--- src/rtl/square_tone_pcm_bytes_defines.svh ---
// Assertion macros shared by the square tone PCM byte generator.
`ifndef SQUARE_TONE_PCM_BYTES_DEFINES_SVH
`define SQUARE_TONE_PCM_BYTES_DEFINES_SVH

// Check a property on every clock edge outside reset.
`define STPB_ASSERT(label, prop, msg) \
  label: assert property (@(posedge clk) disable iff (rst) (prop)) else $error(msg);

// Check a property on every clock edge, reset included.
`define STPB_ASSERT_ALWAYS(label, prop, msg) \
  label: assert property (@(posedge clk) (prop)) else $error(msg);

`endif

--- src/rtl/stpb_pkg.sv ---
// Types and constants for the square tone PCM byte generator.
package stpb_pkg;

  localparam int MAX_BITS  = 32;
  localparam int DEPTH_CAP = (MAX_BITS < 32) ? MAX_BITS : 32;
  localparam int BYTE_BITS = 8;
  localparam int WORD_BITS = 32;
  localparam int BYTES_MAX = WORD_BITS / BYTE_BITS;
  localparam int CNT_W     = $clog2(BYTES_MAX);
  localparam int DEPTH_W   = 6;
  localparam int PHASE_W   = 32;
  localparam int CFG_IDX_W = 2;
  localparam int CFG_DAT_W = 32;

  localparam int QUEUE_DEPTH = 4;
  localparam int QUEUE_AW    = $clog2(QUEUE_DEPTH);

  localparam logic [PHASE_W-1:0] PHASE_STEP_RST = 32'd42852281;
  localparam logic [PHASE_W-1:0] DUTY_LEVEL_RST = 32'd2147483648;
  localparam logic [DEPTH_W-1:0] BIT_DEPTH_RST  = 6'd16;

  typedef enum logic [CFG_IDX_W-1:0] {
    CFG_PHASE_STEP = 2'd0,
    CFG_DUTY_LEVEL = 2'd1,
    CFG_BIT_DEPTH  = 2'd2
  } cfg_index_t;

  typedef struct packed {
    logic [PHASE_W-1:0] phase_step;
    logic [PHASE_W-1:0] duty_level;
    logic [DEPTH_W-1:0] bit_depth;
  } cfg_regs_t;

  typedef struct packed {
    logic [WORD_BITS-1:0] code;
    logic [CNT_W-1:0]     last_idx;
  } sample_t;

endpackage

--- src/rtl/stpb_front.sv ---
// Front end: phase accumulator, level decision and sample coding.
module stpb_front (
  input  logic               clk,
  input  logic               rst,
  input  stpb_pkg::cfg_regs_t cfg,
  input  logic               push,
  input  logic               restart,
  input  logic               q_full,
  output logic               q_wr,
  output stpb_pkg::sample_t  q_wdata
);
  import stpb_pkg::*;

  logic [PHASE_W-1:0] phase;
  logic [PHASE_W-1:0] phase_next;
  logic [PHASE_W-1:0] cur_phase;
  logic               level_high;
  logic [DEPTH_W-1:0] depth;
  logic [CNT_W-1:0]   last_idx;
  logic [CNT_W:0]     nbytes;
  logic [DEPTH_W-1:0] span;
  logic [DEPTH_W-1:0] lo;
  logic               narrow;
  logic [WORD_BITS-1:0] code;

  assign q_wr = push && !q_full;

  always_comb begin
    cur_phase  = restart ? '0 : phase;
    level_high = (cur_phase <= cfg.duty_level);
    phase_next = cur_phase + cfg.phase_step;
  end

  // Clamp depth to the supported range, then work out the byte span.
  always_comb begin
    if (cfg.bit_depth == '0) begin
      depth = DEPTH_W'(1);
    end else if (cfg.bit_depth > DEPTH_W'(DEPTH_CAP)) begin
      depth = DEPTH_W'(DEPTH_CAP);
    end else begin
      depth = cfg.bit_depth;
    end
    last_idx = CNT_W'((depth - DEPTH_W'(1)) >> 3);
    nbytes   = {1'b0, last_idx} + (CNT_W+1)'(1);
    span     = DEPTH_W'({nbytes, 3'b000});
    lo       = span - depth;
    narrow   = (depth <= DEPTH_W'(BYTE_BITS));
  end

  // Left-justified code: offset binary when narrow, two's complement otherwise.
  always_comb begin
    for (int k = 0; k < WORD_BITS; k++) begin
      if (narrow) begin
        code[k] = level_high && (DEPTH_W'(k) < span) && (DEPTH_W'(k) >= lo);
      end else if (level_high) begin
        code[k] = (DEPTH_W'(k) < span - DEPTH_W'(1)) && (DEPTH_W'(k) >= lo);
      end else begin
        code[k] = (DEPTH_W'(k) == span - DEPTH_W'(1));
      end
    end
    q_wdata.code     = code;
    q_wdata.last_idx = last_idx;
  end

  always_ff @(posedge clk) begin
    if (rst) begin
      phase <= '0;
    end else if (q_wr) begin
      phase <= phase_next;
    end
  end

endmodule

--- src/rtl/stpb_queue.sv ---
// Short sample queue between the front end and the byte serialiser.
module stpb_queue (
  input  logic              clk,
  input  logic              rst,
  input  logic              wr,
  input  stpb_pkg::sample_t wdata,
  input  logic              rd,
  output stpb_pkg::sample_t rdata,
  output logic              full,
  output logic              empty
);
  import stpb_pkg::*;

  sample_t             mem [QUEUE_DEPTH];
  logic [QUEUE_AW-1:0] wr_ptr;
  logic [QUEUE_AW-1:0] rd_ptr;
  logic [QUEUE_AW:0]   count;

  assign full  = (count == (QUEUE_AW+1)'(QUEUE_DEPTH));
  assign empty = (count == '0);
  assign rdata = mem[rd_ptr];

  always_ff @(posedge clk) begin
    if (wr) begin
      mem[wr_ptr] <= wdata;
    end
  end

  always_ff @(posedge clk) begin
    if (rst) begin
      wr_ptr <= '0;
      rd_ptr <= '0;
      count  <= '0;
    end else begin
      if (wr) begin
        wr_ptr <= wr_ptr + QUEUE_AW'(1);
      end
      if (rd) begin
        rd_ptr <= rd_ptr + QUEUE_AW'(1);
      end
      case ({wr, rd})
        2'b10:   count <= count + (QUEUE_AW+1)'(1);
        2'b01:   count <= count - (QUEUE_AW+1)'(1);
        default: count <= count;
      endcase
    end
  end

endmodule

--- src/rtl/stpb_back.sv ---
// Back end: serialise each queued sample into bytes, least significant first.
module stpb_back (
  input  logic              clk,
  input  logic              rst,
  input  logic              q_empty,
  input  stpb_pkg::sample_t q_rdata,
  output logic              q_rd,
  input  logic              pop,
  output logic              empty,
  output logic [7:0]        pcm_byte,
  output logic              last_byte
);
  import stpb_pkg::*;

  logic [WORD_BITS-1:0] word;
  logic [CNT_W-1:0]     left;
  logic                 loaded;
  logic                 take;
  logic                 done;

  assign empty     = !loaded;
  assign pcm_byte  = word[BYTE_BITS-1:0];
  assign last_byte = (left == '0);
  assign take      = loaded && pop;
  assign done      = take && (left == '0);
  assign q_rd      = (!loaded || done) && !q_empty;

  always_ff @(posedge clk) begin
    if (q_rd) begin
      word <= q_rdata.code;
      left <= q_rdata.last_idx;
    end else if (take) begin
      word <= word >> BYTE_BITS;
      left <= left - CNT_W'(1);
    end
  end

  always_ff @(posedge clk) begin
    if (rst) begin
      loaded <= 1'b0;
    end else if (q_rd) begin
      loaded <= 1'b1;
    end else if (done) begin
      loaded <= 1'b0;
    end
  end

endmodule

--- src/rtl/square_tone_pcm_bytes.sv ---
// With the serialiser idle, a pushed sample is written into the queue and then loaded into the
//   holding register, where its first byte is presented and can itself transfer at the following edge.
// Throughput: the front end takes one sample per cycle while the queue has room; the
//   byte serialiser sends one byte per cycle while pop is high; a sample is ceil(depth/8) bytes (1 to 4).
// Reset (rst, synchronous): phase to zero, registers to their defaults, queue and output empty.
// Configuration writes are always ready and take effect in the cycle after the transfer.
module square_tone_pcm_bytes (
  input  logic                               clk,
  input  logic                               rst,
  input  logic                               cfg_valid,
  output logic                               cfg_ready,
  input  logic [stpb_pkg::CFG_IDX_W-1:0]     cfg_index,
  input  logic [stpb_pkg::CFG_DAT_W-1:0]     cfg_data,
  input  logic                               push,
  output logic                               full,
  input  logic                               restart,
  output logic                               empty,
  input  logic                               pop,
  output logic [7:0]                         pcm_byte,
  output logic                               last_byte
);
  import stpb_pkg::*;
  `include "square_tone_pcm_bytes_defines.svh"

  cfg_regs_t cfg;
  logic      q_wr;
  logic      q_rd;
  logic      q_full;
  logic      q_empty;
  sample_t   q_wdata;
  sample_t   q_rdata;

  // Register file: always ready, indexes beyond the list are dropped.
  assign cfg_ready = 1'b1;

  always_ff @(posedge clk) begin
    if (rst) begin
      cfg.phase_step <= PHASE_STEP_RST;
      cfg.duty_level <= DUTY_LEVEL_RST;
      cfg.bit_depth  <= BIT_DEPTH_RST;
    end else if (cfg_valid && cfg_ready) begin
      case (cfg_index)
        CFG_PHASE_STEP: cfg.phase_step <= cfg_data[PHASE_W-1:0];
        CFG_DUTY_LEVEL: cfg.duty_level <= cfg_data[PHASE_W-1:0];
        CFG_BIT_DEPTH:  cfg.bit_depth  <= cfg_data[DEPTH_W-1:0];
        default:        ;
      endcase
    end
  end

  // Front end: advance the phase and code the sample on each push transfer.
  stpb_front u_front (
    .clk     (clk),
    .rst     (rst),
    .cfg     (cfg),
    .push    (push),
    .restart (restart),
    .q_full  (q_full),
    .q_wr    (q_wr),
    .q_wdata (q_wdata)
  );

  // Queue: hold coded samples so either side can stall on its own.
  stpb_queue u_queue (
    .clk   (clk),
    .rst   (rst),
    .wr    (q_wr),
    .wdata (q_wdata),
    .rd    (q_rd),
    .rdata (q_rdata),
    .full  (q_full),
    .empty (q_empty)
  );

  // Back end: hand out bytes; the holding register is the output stage.
  stpb_back u_back (
    .clk       (clk),
    .rst       (rst),
    .q_empty   (q_empty),
    .q_rdata   (q_rdata),
    .q_rd      (q_rd),
    .pop       (pop),
    .empty     (empty),
    .pcm_byte  (pcm_byte),
    .last_byte (last_byte)
  );

  assign full = q_full;

  // Bytes of one sample follow without a gap.
  `STPB_ASSERT(a_bytes_contiguous, (!empty && pop && !last_byte) |=> !empty, "gap inside a sample")
  // A pushed sample reaches the outputs through the queue and the holding register.
  `STPB_ASSERT(a_push_reaches_out, (push && !full) |=> ##1 !empty, "pushed sample not presented")
  // Nothing is presented straight after reset.
  `STPB_ASSERT_ALWAYS(a_empty_after_rst, rst |=> (empty && !full), "not empty after reset")

endmodule
--- config.mk ---
export PLATFORM = sky130hd
export DESIGN_NAME = square_tone_pcm_bytes
export DESIGN_NICKNAME = d
export VERILOG_FILES = /design/src/rtl/stpb_pkg.sv /design/src/rtl/stpb_front.sv /design/src/rtl/stpb_queue.sv /design/src/rtl/stpb_back.sv /design/src/rtl/square_tone_pcm_bytes.sv
export VERILOG_INCLUDE_DIRS = /design/src /design/src/rtl
export SDC_FILE = /design/constraint.sdc
export NUM_CORES = 1
export LEC_CHECK = 0
export BUFFER_PORTS_ARGS = -buffer_cell sky130_fd_sc_hd__buf_4
export CAP_MARGIN = 20
export CORE_ASPECT_RATIO = 1.1
export CORE_MARGIN = 1.5
export CORE_UTILIZATION = 56
export DETAILED_ROUTE_END_ITERATION = 8
export PLACE_DENSITY_LB_ADDON = 0.1
export SKIP_CTS_REPAIR_TIMING = 1
export SLEW_MARGIN = 40
export SYNTH_ARGS = -nofsm -noshare
export SYNTH_HDL_FRONTEND = slang
export SYNTH_HIERARCHICAL = 1
export SYNTH_SLANG_ARGS = --single-unit
--- constraint.sdc ---
create_clock -name clk -period 4.2 [get_ports clk]
set_input_delay 0.84 -clock clk [delete_from_list [all_inputs] [get_ports clk]]
set_output_delay 0.84 -clock clk [all_outputs]
set_load 0.01 [all_outputs]
==> flow_metrics.py <==
metrics = {
    "global_route": {
        "grt_pass1_vias": 9586,
        "grt_overflow": 0,
        "grt_usage_pct": 23.43,
        "antenna_found_initial": 0,
        "grt_pass1_wl_mm": 49.74,
        "grt_max_degree": 64,
    },
    "min_path": {
        "min_from": "u_front/phase[4]$_SDFFE_PP0P_",
        "hp-class": "reg -> reg",
    },
    "sta": {
        "period_minus_slack_ns": 4.005,
        "finalHoldViolations": 0,
        "clock_skew_ns": 0.007159,
        "drv_slew": 0,
        "finalSetupViolCount": 0,
        "period_share_pct": 95.35,
        "rsz0062_at_grt": "true",
        "worst_slack_ns": 0.1954,
        "fmax_ghz": 0.2497,
        "finalSetupTns_ns": 0,
        "tightestPinTransition_ns": 0.7592,
        "slew_headroom_pct": 49.05,
    },
    "power": {
        "power.total_uw": 8815,
        "p_leak_uw": 0.006200,
        "p_per_area_nw_per_um2": 550.9,
        "ir_drop_mv": 0.3117,
    },
    "drt": {
        "drc_errors": 0,
        "firstDrtPassIters": 6,
        "via_count": 9614,
        "wire_per_inst_um": 18.29,
        "viasPerCell": 5.689,
        "drt-total-wl_mm": 30.91,
        "drt_iter0_markers": 540,
        "final_antenna_net_count": 0,
    },
    "synth": {
        "avgSynthCellArea_um2": 11.29,
        "synthArstFlopShare_pct": 0,
        "synthCells": 1293,
        "synth-seq-area-share_pct": 50.32,
        "synth_top_area_cell": "edfxtp_1",
        "synth_nets": 1412,
        "yosys_warnings": 6,
        "synth_seq_cells": 282,
        "syn-cell-area_um2": 14600,
        "synth_ff_type": "edfxtp_1",
        "synthTopCellsByArea": "edfxtp_1, dfxtp_1, ha_1",
        "yosysUniqueCellTypes": 73,
        "synth_edf_count": 170,
        "synth_top_cell_area_share_pct": 34.96,
    },
    "floorplan": {
        "die_w_um": 157.0,
        "die-area_um2": 27050,
        "num_rows": 61,
        "core_um2": 25420,
        "io_pins": 52,
        "die_h_um": 172.4,
        "start_util_pct": 57.45,
    },
    "cts": {
        "cts_inserted_buffers": 28,
        "root_buffer": "clkbuf_16",
        "clk_transition_reported_paths_ns": 0.06,
        "cts_buffer_depth": 3,
        "cts_tree": "done",
        "cts_sinks": 282,
        "insertion_delay_ns": 0.53,
        "htree_levels": 1,
    },
    "critical_path": {
        "arrival_ns": 4.30,
        "crit_type": "reg -> reg",
        "path_delay_family": "simple AND/OR/NAND/NOR gates",
        "r2r-start": "cfg[3]$_SDFFE_PP0P_",
        "critPathRequiredTime_ns": 4.50,
        "cpPeakStageDelay_ns": 0.44,
        "crit_buf_inv": 2,
        "cp_cell_sequence": "nor2_1 -> a21oi_1 -> nor2_1 -> inv_1 -> ha_1 -> nand3_1 -> xnor2_1 -> inv_1 -> ha_1 -> xor2_1 -> xnor2_1 -> nor2b_1 -> o21ai_1 -> nor3_1",
        "critPathLaunch": "cfg[3]$_SDFFE_PP0P_",
        "path_max_fanout": 8,
        "startpoint_type": "flop",
        "slowest_stage": "nor3_1",
        "critPathCaptureType": "flop",
    },
    "placed_design": {
        "dp.cells": 1638,
        "hpwl_mm": 20.59,
        "place.gp.congestion": 0.8482,
        "dp_slack_ns": 0.07479,
        "io_buffers": 50,
    },
    "finish": {
        "finalNetCount": 1441,
        "final_util_pct": 62.96,
        "drive_above_1_share_pct": 11.90,
        "final_cells": 1690,
        "num_antenna_cells": 0,
        "area_growth_pct": 9.589,
    },
    "run_status": {
        "status": "completed",
    },
    "job": {
        "cap_violations": 0,
    },
}
==> flip-flops by register name (all words and copies together), names as in the netlist, 2 cells and up, named ones only <==
name	count
u_queue/mem	136
cfg	70
u_back/word	32
u_front/phase	32
u_queue/count	3
u_back/left	2
u_queue/rd_ptr	2
u_queue/wr_ptr	2
==> layer usage <==
| metal | vias to the layer above | wire [um] | GRT usage (%) | share of wire [%] |
|---|---|---|---|---|
| met2 | 200 | 15950 | 42.84 | 52 |
| met3 | 58 | 1227 | 2.632 | 4.0 |
| met4 | 0 | 770 | 6.749 | 2.5 |
| met1 | 4637 | 12960 | 29.16 | 42 |
| li1 | 4719 | - | - | - |
| met5 | - | 0 | 0 | 0 |
==> power breakdown <==
part / switching [uW] / internal [uW] / total (uW)
clock: 1000 / 1260 / 2270
combinational: 1600 / 1070 / 2670
sequential: 181 / 3700 / 3880
==> cell usage in the layout (no fill, tap or decap), types with 39 or more instances in the layout <==
master | synthesis | routed
edfxtp_1 | 170 | 170
dfxtp_1 | 112 | 111
nand2b_1 | 97 | 97
a21oi_1 | 86 | 86
nor2_1 | 82 | 82
inv_1 | 82 | 82
ha_1 | 77 | 77
mux2i_1 | 76 | 76
buf_4 | 12 | 72
nand2_1 | 72 | 72
o21ai_0 | 53 | 52
nor2b_1 | 39 | 39
==> Yosys cell counts, types with 12 or more instances <==
cell / n
nor2b_1: 39
nand2b_1: 97
inv_1: 82
nor2_1: 82
buf_4: 12
nor3_1: 13
nand4_1: 13
ha_1: 77
mux2i_1: 76
a21oi_1: 86
mux4_2: 30
xor2_1: 16
clkbuf_1: 33
nand2_1: 72
edfxtp_1: 170
nand3_1: 18
buf_2: 17
dfxtp_1: 112
o32ai_1: 24
o21ai_0: 53
a21o_1: 24
xnor2_1: 18
==> through the flow <==
step,hold slack (ns),cell area (um2)
6_report,0.4468,16000
5_1_grt,0.4614,16000
4_1_cts,0.4484,16000
3_5_place_dp,0.4395,15170
3_3_place_gp,0.4343,15130
2_1_floorplan,0.4273,14600
==> cells by family (layout without fill, tap and decap cells) <==
family                   after synthesis  in the layout  share of synthesized area (%)
AND/OR/NAND/NOR                      381            381                          13.80
flip-flops                           282            282                          50.32
AO/OA/AOI/OAI                        247            247                          10.95
buffers and inverters                158            209                          5.321
multiplexers                         110            110                          10.56
adder cells (fa/ha/maj)               79             79                          6.872
XOR/XNOR                              35             35                          2.151
other                                  1              1                        0.02568
==> final cells by class <==
class	count	area, um2
clock buffer	40	767.0
clock inverter	12	57.56
fill	2062	9414
inverter	82	307.8
multi-input combinational	853	6506
sequential	282	7348
tap	346	432.9
timing repair buffer	75	581.8
==> worst min-delay path: cells and delay by family (launching register included) <==
family           cells  cell delay, ns
flip-flops           1            0.30
AND/OR/NAND/NOR      1            0.05
AO/OA/AOI/OAI        1            0.05
==> worst paths after layout <==
path                                                 endpoint  slack, ns  depth (start not counted)
worst min register to register  u_front/phase[4]$_SDFFE_PP0P_       0.45                          2
worst max-delay path              u_queue/mem[1][7]$_DFFE_PP_       0.20                         14
worst min-delay path            u_front/phase[4]$_SDFFE_PP0P_       0.45                          2
worst max register to register    u_queue/mem[1][7]$_DFFE_PP_       0.20                         14
Power figures use the tool's default switching activity.
